File: config.mk
export PLATFORM = sky130hd
export DESIGN_NAME = fifo_page_replacement_unit
export DESIGN_NICKNAME = d
export VERILOG_FILES = /design/src/design/fpr_pkg.sv /design/src/design/fpr_cell.sv /design/src/design/fpr_csr.sv /design/src/design/fifo_page_replacement_unit.sv
export SDC_FILE = /design/constraint.sdc
export NUM_CORES = 1
export LEC_CHECK = 0
export BUFFER_PORTS_ARGS = -buffer_cell sky130_fd_sc_hd__buf_2
export CAP_MARGIN = 0
export CORE_MARGIN = 1.5
export CORE_UTILIZATION = 50
export DETAILED_ROUTE_END_ITERATION = 7
export PLACE_DENSITY = 0.8
export RECOVER_POWER = 25
export SETUP_SLACK_MARGIN = 0.4
export SYNTH_ARGS = -nofsm -noshare
export SYNTH_HDL_FRONTEND = slang
export SYNTH_HIERARCHICAL = 1
export SYNTH_SLANG_ARGS = --single-unit
File: constraint.sdc
create_clock -name clock -period 4.5 [get_ports clock]
set_input_delay 0.225 -clock clock [delete_from_list [all_inputs] [get_ports clock]]
set_output_delay 0.225 -clock clock [all_outputs]
set_load 0.005 [all_outputs]
File: src/design/fpr_pkg.sv
// fpr_pkg: shared types and constants for the fifo page replacement unit
// no dependencies; imported by every module of the block
package fpr_pkg;

   localparam int unsigned MAX_FRAMES_DEF = 16;
   localparam int unsigned PAGE_BITS_DEF  = 16;

   // configuration port
   localparam int unsigned CSR_DATA_W  = 32;
   localparam int unsigned CSR_ADDR_W  = 3;
   localparam int unsigned FRAMES_W    = 5;
   localparam logic [FRAMES_W-1:0] FRAMES_RESET = 5'd16;

   // register index taken from paddr[2]
   localparam logic REG_FRAMES_IN_USE = 1'b0;

   localparam logic [31:0] FAULT_MAX = 32'hFFFF_FFFF;

   // controls broadcast to every cell of the row
   typedef struct packed {
      logic shift;   // fault: each cell takes its younger neighbor's page
      logic clear;   // empty the store
   } cell_ctrl_type;

   // status returned by one cell
   typedef struct packed {
      logic valid;
      logic match;
      logic tail_full;   // this cell is the last enabled one and holds a page
   } cell_stat_type;

endpackage

File: src/design/fpr_cell.sv
// fpr_cell: one frame of the resident page row, holds a page and its valid bit
// depends on fpr_pkg; a row of these is built in fifo_page_replacement_unit
module fpr_cell
   import fpr_pkg::*;
#(
   parameter int unsigned PAGE_BITS = PAGE_BITS_DEF
) (
   input  logic                 clock,
   input  logic                 reset,
   input  cell_ctrl_type        ctrl,
   input  logic                 enabled,
   input  logic                 last,
   input  logic [PAGE_BITS-1:0] page,
   input  logic                 prev_valid,
   input  logic [PAGE_BITS-1:0] prev_data,
   output cell_stat_type        stat,
   output logic [PAGE_BITS-1:0] data,
   output logic [PAGE_BITS-1:0] tail_data
);

   logic                 valid_ff;
   logic                 valid_in;
   logic [PAGE_BITS-1:0] data_ff;
   logic [PAGE_BITS-1:0] data_in;

   always_comb begin
      valid_in = valid_ff;
      data_in  = data_ff;
      if (ctrl.clear) begin
         valid_in = 1'b0;
      end else if (ctrl.shift) begin
         // cells past the configured capacity never hold a page
         valid_in = prev_valid & enabled;
         data_in  = prev_data;
      end
   end

   always_ff @(posedge clock) begin
      if (reset) begin
         valid_ff <= 1'b0;
      end else begin
         valid_ff <= valid_in;
      end
   end

   always_ff @(posedge clock) begin
      data_ff <= data_in;
   end

   assign stat.valid     = valid_ff;
   assign stat.match     = valid_ff & (data_ff == page);
   assign stat.tail_full = valid_ff & last;
   assign data           = data_ff;
   assign tail_data      = last ? data_ff : '0;

endmodule

File: src/design/fpr_csr.sv
// fpr_csr: apb register holding frames_in_use, derives the effective capacity
// depends on fpr_pkg; instantiated by fifo_page_replacement_unit
module fpr_csr
   import fpr_pkg::*;
#(
   parameter int unsigned MAX_FRAMES = MAX_FRAMES_DEF,
   localparam int unsigned CAP_W     = $clog2(MAX_FRAMES + 1)
) (
   input  logic                  clock,
   input  logic                  reset,
   input  logic                  csr_psel,
   input  logic                  csr_penable,
   input  logic                  csr_pwrite,
   input  logic [CSR_ADDR_W-1:0] csr_paddr,
   input  logic [CSR_DATA_W-1:0] csr_pwdata,
   output logic [CSR_DATA_W-1:0] csr_prdata,
   output logic                  csr_pready,
   output logic [CAP_W-1:0]      capacity,
   output logic                  store_clear
);

   logic [FRAMES_W-1:0] frames_ff;
   logic [FRAMES_W-1:0] frames_in;
   logic                wr_en;
   logic                frames_wr;
   logic [6:0]          frames_ext;

   assign csr_pready = 1'b1;
   assign wr_en      = csr_psel & csr_penable & csr_pwrite & csr_pready;

   always_comb begin
      frames_wr = 1'b0;
      unique case (csr_paddr[2])
         REG_FRAMES_IN_USE: frames_wr = wr_en;
         default:           frames_wr = 1'b0;
      endcase
   end

   assign frames_in   = frames_wr ? csr_pwdata[FRAMES_W-1:0] : frames_ff;
   assign store_clear = frames_wr;

   always_ff @(posedge clock) begin
      if (reset) begin
         frames_ff <= FRAMES_RESET;
      end else begin
         frames_ff <= frames_in;
      end
   end

   always_comb begin
      csr_prdata = '0;
      unique case (csr_paddr[2])
         REG_FRAMES_IN_USE: csr_prdata = CSR_DATA_W'(frames_ff);
         default:           csr_prdata = '0;
      endcase
   end

   // zero acts as one frame, anything above the row length as the row length
   assign frames_ext = 7'(frames_ff);
   always_comb begin
      if (frames_ff == '0) begin
         capacity = CAP_W'(1);
      end else if (frames_ext > 7'(MAX_FRAMES)) begin
         capacity = CAP_W'(MAX_FRAMES);
      end else begin
         capacity = CAP_W'(frames_ff);
      end
   end

endmodule

File: src/design/fifo_page_replacement_unit.sv
// fifo_page_replacement_unit: fifo page replacement over a shifting row of cells
// depends on fpr_pkg, fpr_cell and fpr_csr
// the result strobe comes in the cycle after start; throughput one item per cycle
// (all cells compare in parallel and the row shifts in the same cycle), busy stays low
// reset: store empty, frames_in_use 16, fault counter 0; results cannot be stalled
module fifo_page_replacement_unit
   import fpr_pkg::*;
#(
   parameter int unsigned MAX_FRAMES = MAX_FRAMES_DEF,
   parameter int unsigned PAGE_BITS  = PAGE_BITS_DEF
) (
   input  logic                  clock,
   input  logic                  reset,
   input  logic                  start,
   output logic                  busy,
   input  logic [PAGE_BITS-1:0]  req_page_number,
   output logic                  rsp_valid,
   output logic                  rsp_hit,
   output logic                  rsp_evict_valid,
   output logic [PAGE_BITS-1:0]  rsp_evicted_page,
   output logic [31:0]           rsp_fault_total,
   input  logic                  csr_psel,
   input  logic                  csr_penable,
   input  logic                  csr_pwrite,
   input  logic [CSR_ADDR_W-1:0] csr_paddr,
   input  logic [CSR_DATA_W-1:0] csr_pwdata,
   output logic [CSR_DATA_W-1:0] csr_prdata,
   output logic                  csr_pready
);

   localparam int unsigned CAP_W = $clog2(MAX_FRAMES + 1);

   logic [CAP_W-1:0]     capacity;
   logic                 store_clear;
   logic                 accept;
   logic                 hit;
   logic                 fault;
   logic                 evict;
   logic [PAGE_BITS-1:0] evicted;
   cell_ctrl_type        ctrl;

   cell_stat_type        stat      [MAX_FRAMES];
   logic [PAGE_BITS-1:0] data      [MAX_FRAMES];
   logic [PAGE_BITS-1:0] tail_data [MAX_FRAMES];
   logic [MAX_FRAMES-1:0] valid_vec;
   logic [MAX_FRAMES-1:0] match_vec;
   logic [MAX_FRAMES-1:0] tail_vec;

   logic                 rsp_valid_ff;
   logic                 rsp_hit_ff;
   logic                 rsp_evict_valid_ff;
   logic [PAGE_BITS-1:0] rsp_evicted_page_ff;
   logic [31:0]          fault_ff;
   logic [31:0]          fault_in;

   fpr_csr #(
      .MAX_FRAMES (MAX_FRAMES)
   ) u_csr (
      .clock       (clock),
      .reset       (reset),
      .csr_psel    (csr_psel),
      .csr_penable (csr_penable),
      .csr_pwrite  (csr_pwrite),
      .csr_paddr   (csr_paddr),
      .csr_pwdata  (csr_pwdata),
      .csr_prdata  (csr_prdata),
      .csr_pready  (csr_pready),
      .capacity    (capacity),
      .store_clear (store_clear)
   );

   assign busy   = 1'b0;
   assign accept = start & ~busy;

   assign ctrl.shift = fault;
   assign ctrl.clear = store_clear;

   // youngest page enters at cell 0, the oldest sits in the last enabled cell
   for (genvar i = 0; i < MAX_FRAMES; i++) begin : g_cell
      logic                 prev_valid;
      logic [PAGE_BITS-1:0] prev_data;

      if (i == 0) begin : g_head
         assign prev_valid = 1'b1;
         assign prev_data  = req_page_number;
      end else begin : g_link
         assign prev_valid = stat[i-1].valid;
         assign prev_data  = data[i-1];
      end

      fpr_cell #(
         .PAGE_BITS (PAGE_BITS)
      ) u_cell (
         .clock      (clock),
         .reset      (reset),
         .ctrl       (ctrl),
         .enabled    (CAP_W'(i) < capacity),
         .last       (CAP_W'(i + 1) == capacity),
         .page       (req_page_number),
         .prev_valid (prev_valid),
         .prev_data  (prev_data),
         .stat       (stat[i]),
         .data       (data[i]),
         .tail_data  (tail_data[i])
      );

      assign valid_vec[i] = stat[i].valid;
      assign match_vec[i] = stat[i].match;
      assign tail_vec[i]  = stat[i].tail_full;
   end

   assign hit   = |match_vec;
   assign fault = accept & ~hit;
   assign evict = fault & (|tail_vec);

   always_comb begin
      evicted = '0;
      for (int i = 0; i < MAX_FRAMES; i++) begin
         evicted = evicted | tail_data[i];
      end
      if (!evict) begin
         evicted = '0;
      end
   end

   assign fault_in = (fault && fault_ff != FAULT_MAX) ? fault_ff + 32'd1 : fault_ff;

   always_ff @(posedge clock) begin
      if (reset) begin
         rsp_valid_ff <= 1'b0;
         fault_ff     <= '0;
      end else begin
         rsp_valid_ff <= accept;
         fault_ff     <= fault_in;
      end
   end

   always_ff @(posedge clock) begin
      if (accept) begin
         rsp_hit_ff          <= hit;
         rsp_evict_valid_ff  <= evict;
         rsp_evicted_page_ff <= evicted;
      end
   end

   assign rsp_valid        = rsp_valid_ff;
   assign rsp_hit          = rsp_hit_ff;
   assign rsp_evict_valid  = rsp_evict_valid_ff;
   assign rsp_evicted_page = rsp_evicted_page_ff;
   assign rsp_fault_total  = fault_ff;

   // resident pages always form an unbroken run from cell 0
   a_valid_contiguous: assert property (@(posedge clock) disable iff (reset)
      ((valid_vec + MAX_FRAMES'(1)) & valid_vec) == '0)
      else $error("resident pages not contiguous");

   a_count_in_capacity: assert property (@(posedge clock) disable iff (reset)
      $countones(valid_vec) <= 32'(capacity))
      else $error("more resident pages than frames");

   a_one_result: assert property (@(posedge clock) disable iff (reset)
      accept |=> rsp_valid)
      else $error("accepted item gave no result");

   a_hit_no_evict: assert property (@(posedge clock) disable iff (reset)
      rsp_valid && rsp_hit |-> !rsp_evict_valid && rsp_evicted_page == '0)
      else $error("hit reported an eviction");

   a_fault_monotonic: assert property (@(posedge clock) disable iff (reset)
      !$past(reset) |-> fault_ff >= $past(fault_ff))
      else $error("fault counter went backwards");

   a_evict_when_full: assert property (@(posedge clock) disable iff (reset)
      evict |-> $countones(valid_vec) == 32'(capacity))
      else $error("eviction from a store that is not full");

endmodule
* Word level (Yosys, flattened, before mapping)
Cells that the tools add are included.
Storage, ports and cells: register bits 328, bits of input ports 57, output and inout port bits 85, logic and storage cells 183
Operators by class: add/sub/neg operators 1, $lt $le $gt $ge 17, equality and inequality tests 33, mux-type cells 20, bitwise operators 68, reductions and logical operators 6
Operators with widths (count):
- 16-bit equality test | 16
- 16-bit 2-to-1 mux | 16
- 16-bit OR | 15
- 1-bit AND | 51
- 4-bit by 5-bit equality test with 1-bit output, first input constant | 8
- 4-bit by 5-bit < comparator with 1-bit output, first input constant | 8
- 32-bit by 1-bit adder with 32-bit output, second input constant | 1
- 32-bit != test, second input constant | 1
- 16-bit OR reduction | 2
- 3-bit by 5-bit equality test with 1-bit output, first input constant | 4
- 3-bit by 5-bit < comparator with 1-bit output, first input constant | 4
- 5-bit 2-to-1 mux | 3
- 2-bit by 5-bit equality test with 1-bit output, first input constant | 2
- 1-bit by 5-bit < comparator with 1-bit output, first input constant | 2
- 2-bit by 5-bit < comparator with 1-bit output, first input constant | 2
- 1-bit by 5-bit equality test with 1-bit output, first input constant | 1
- 5-bit equality test, first input constant | 1
- 5-bit > comparator, second input constant | 1
- 5-bit logical NOT | 1
- 1-bit inverter | 2
- 2-bit AND reduction | 1
- 2-bit OR reduction | 1
- 1-bit logical AND | 1
- 1-bit 2-to-1 mux | 1

* Logic depth before layout (Yosys ltp)
depth after elaboration 20, gate-level depth with buffers 14, gate-level depth less buffers 11

* By module
The synthesis kept the hierarchy.
Modules (own cells, without submodules):
- fpr_cell | times used 16, cells an instance 62, area an instance 824.5 um2, sequential area each 500.5 um2
- fifo_page_replacement_unit | times used 1, cells an instance 385, area an instance 3206.8 um2, sequential area each 1201.2 um2
- fpr_csr | times used 1, cells an instance 65, area an instance 526.8 um2, sequential area each 100.1 um2

* Least setup slack after synthesis
OpenSTA, ideal clock, no wires.
path type reg2reg, start register g_cell[10].u_cell.data_ff[11], end register g_cell[0].u_cell.data_ff[0] (enable), library setup time 390 ps, arrival 3221 ps, data required time 4110 ps, setup slack 889 ps, cell stages (with the launch flop) 12, buffers on the path 2, cell sequence edfxtp_1 > xor2_1 > nor4_1 > nand4_1 > nor4_2 > nor4_1 > and2_1 > nand2_1 > clkbuf_1 > clkbuf_1 > inv_1 > nor2b_1
Between the ends: longest elaborated chain between the ends 6
RTL lines:
- from (decl) | RTL line fpr_cell.sv:23 | logic [PAGE_BITS-1:0] data_ff;
- from (signal assigned) | RTL line fpr_cell.sv:47 | data_ff <= data_in;
- 16-bit equality test | RTL line fpr_cell.sv:51 | assign stat.match = valid_ff & (data_ff == page);
- 1-bit AND | RTL line fpr_cell.sv:51
- net match_vec[10] | RTL line fifo_page_replacement_unit.sv:46 | logic [MAX_FRAMES-1:0] match_vec;
- 16-bit OR reduction | RTL line fifo_page_replacement_unit.sv:112 | assign hit = |match_vec;
- 1-bit inverter | RTL line fifo_page_replacement_unit.sv:113 | assign fault = accept & ~hit;
- 1-bit AND | RTL line fifo_page_replacement_unit.sv:113
- net fault | RTL line fifo_page_replacement_unit.sv:37 | logic fault;
- 2-bit AND reduction (no source line)
- to (signal assigned) | RTL line fpr_cell.sv:47
- to (decl) | RTL line fpr_cell.sv:23
The timed path passes the listed nets, and every way through them passes these cells. A chain may end at the register's enable or synchronous reset.

* Worst setup path after layout
start input req_page_number[11], end register g_cell[15].u_cell.data_ff[8] (enable)
Between the ends: longest elaborated chain between the ends 6, elaborated cells on any way between the ends 36, those cells by class eq/ne (16); bitwise (18); reduce/logical (2)
RTL lines:
- from (decl) | RTL line fifo_page_replacement_unit.sv:16 | input logic [PAGE_BITS-1:0] req_page_number,
- 16-bit equality test | RTL line fpr_cell.sv:51
- 1-bit AND | RTL line fpr_cell.sv:51
- net match_vec[1] | RTL line fifo_page_replacement_unit.sv:46
- 16-bit OR reduction | RTL line fifo_page_replacement_unit.sv:112
- 1-bit inverter | RTL line fifo_page_replacement_unit.sv:113
- 1-bit AND | RTL line fifo_page_replacement_unit.sv:113
- net fault | RTL line fifo_page_replacement_unit.sv:37
- 2-bit AND reduction (no source line)
- to (signal assigned) | RTL line fpr_cell.sv:47
- to (decl) | RTL line fpr_cell.sv:23
The timed path passes the listed nets, and every way through them passes these cells.

==> results.txt <==
----------------------------------------------------
[Critical path]
  Cells along the critical path ... clkbuf_1, xor2_1, nor4_1, nand4_1, nor4_2, nor4_1, and3_1, nand2_1, inv_1, nor2b_1, buf_12
  Sort of element at the start of the critical path ... input pin
  Buffering stage count on the worst path with inverters included ... 3
  Critical-path maximum fanout ... 17
  Max stage delay on crit path ... between 900 and 1000 ps
  Slowest cell on the critical path ... sky130_fd_sc_hd__clkbuf_1
  Data arrival time of the worst path ... 4050 ps
  Worst Path Required ... 4740 ps
  Critical path start-end classification ... input pin to flip-flop
  Endpoint type of the worst setup path ... flip-flop
  CP dominant cell by count ... sky130_fd_sc_hd__nor4_1
  CP delay by family, top ... simple AND/OR/NAND/NOR gates

[Placed design]
  Number of buffer cells added on primary ports ... 83
  Weighted congestion at the end of routability-driven global placement ... 0.865
  Detail Placement HPWL ... 27900 µm

[Timing]
  Sum of negative setup slack ... 0 ps
  Layout Skew ... roughly 34 ps
  RSZ-0062 raised after global routing ... false
  Relative slew margins ... 9.15%
  Worst hold slack ... 473 ps
  Final number of setup-violating endpoints ... 0
  Post-route minimum period ... 3800 ps
  Final hold violation count ... 0
  Share of the cycle needed by the critical path after routing ... 84.5%
  Transition time of the tightest slew-check pin ... 1360 ps
  Final Slew Violations ... 0
  Achievable Freq ... 263 MHz

[Cells and area]
  Layout cell share with drive strength beyond 1 ... 12.7%
  Area growth from synthesis to layout ... 11.7%
  Number of nets in the finished design ... 1599

[Detailed routing]
  Remaining DRCs ... 0
  Via-per-instance ratio ... 5.57
  WL/cell ... ~19 µm
  Total number of vias ... 11200
  Drt pass-1 iters ... 5
  Total wirelength of the detailed-routed design ... roughly 38000 µm
  Number of DRC markers in iteration 0 ... roughly 790
  Residual antenna-violating net count after detailed routing ... 0

[Clock tree]
  TritonCTS clock tree ... yes
  CTS Root Cell ... sky130_fd_sc_hd__clkbuf_16
  H-tree depth reported by CTS ... 2
  Worst-Skew Late Latency ... 550 ps
  CTS Sinks ... around 330
  Clock-pin slew on the worst setup and hold paths ... 60 ps
  Cts bufs inserted ... 36
  Post-CTS sizing ... 0
  Maximum count of clock buffers along a single path ... 3

[Floorplan]
  Floorplan die area ... 35000 µm²
  Num rows ... 67
  Number of primary I/O pins ... 142
  Initial Utilization ... 50.6%
  Chip Width ... 187 µm
  Die H ... 187 µm
  Placeable core region ... about 33000 µm²

[Synth]
  Total of warnings raised by yosys ... 6
  Synthesized instance count ... about 1400
  Syn Area/Cell ... roughly 12 µm²
  Post-Synthesis Cell Area ... 16900 µm²

[GRT]
  Wire length of the first global-routing pass ... 60000 µm
  Total global routing track utilization ... 21.6%
  Met3 Usage GRT ... 2.96%
  Pin count of the biggest net entering global routing ... 70
  Residual overflow from global routing ... 0
  Highest-utilization routing layer at the global route stage ... met2
  Number of global-route vias before repair ... 10900
  Number of antenna violations at the first check in global routing ... 0
  Global Route met1 Usage ... 28.5%
  Global-route met2 utilization ... between 30% and 40%

[Pwr]
  Power per standard cell area ... 365 nW/µm²
  Peak supply drop ... ~360 µV
  Leakage dissipation ... between 0.006 and 0.007 µW

[Flow run]
  Max-cap violation count ... 0

[Min path]
  Hold crit path type ... flip-flop to flip-flop

[Outcome]
  Run status ... completed

----------------------------------------------------
==> per-layer routing <==
metal / vias to the layer above / routed length (µm)
met3: 60 / 1840
li1: 5355 / -
met2: 319 / 18700
met4: 0 / 931
met1: 5474 / 16400
met5: - / 0
==> power by group <==
group	internal [µW]	total [µW]	switching [µW]
Sequential	3490	3620	129
Combinational	205	468	263
Clock	1630	2810	1190
Total	5320	6900	1580
==> per-stage QoR <==
stage / utilization, % / worst slack (ps) / std cells / total power [µW] / area [µm²]
2_1_floorplan: - / 889 / 1467 / 3970 / 17000
3_5_place_dp: 53.0 / 742 / 1946 / 4140 / 17700
3_3_place_gp: 53.0 / 877 / 1946 / 4110 / 17700
5_1_grt: 56.5 / 483 / 2013 / 7120 / 18900
4_1_cts: 56.6 / 887 / 2013 / 6940 / 18900
6_report: 56.5 / 696 / 2014 / 6900 / 18900
==> flip-flops by register name (all words and copies together) (netlist names) <==
signal	count
g_cell.u_cell/data	256
g_cell.u_cell/valid_ff	16
rsp_evict_valid	1
rsp_evicted_page	16
rsp_fault_total	32
rsp_hit	1
rsp_valid	1
u_csr/frames_ff	5
==> area by class of cell <==
class	count	area, µm²
clock buffers	47	997
multi-input cells	1051	7210
flip-flops and latches	328	9310
well taps	448	561
inverters	9	33.8
clock inverters	15	134
repair buffers	115	659
fillers	2688	14500
diodes	1	2.50
==> path summary, 6_finish.rpt <==
check	from	end	slack, ps	cells after the start
setup / recovery	req_page_number[11]	g_cell[15].u_cell/data[8]	700	11
hold / removal	g_cell[5].u_cell/data[8]	g_cell[6].u_cell/data[8]	470	0
setup reg to reg	u_csr/frames_ff[4]	rsp_evicted_page[8]	860	7
hold reg to reg	g_cell[5].u_cell/data[8]	g_cell[6].u_cell/data[8]	470	0
==> timing repair <==
action / CTS / global route
hold endpoints to repair: 5 / 0
setup buffers: 0 / 0
hold buffers: 5 / 0
==> layout by cell type, fill, tap and decap left out, drive strengths merged, types with 3 or more instances in the layout <==
cell type,instances
clkbuf,64
nor2b,44
dfxtp,54
a31oi,16
and3,6
inv,9
buf,93
xnor2,192
nor4,114
mux2,10
or3,6
a21oi,24
a41oi,16
and2b,4
edfxtp,274
o21ai,6
or4,17
nor2,37
and4,4
dlygate4sd3,5
conb,30
and2,274
nand4,61
or2,3
clkinv,13
nand2b,11
o31ai,16
nand2,45
nand3,15
xor2,64
mux2i,5
nor3,20
No activity file was read; power rests on OpenSTA's default activity.
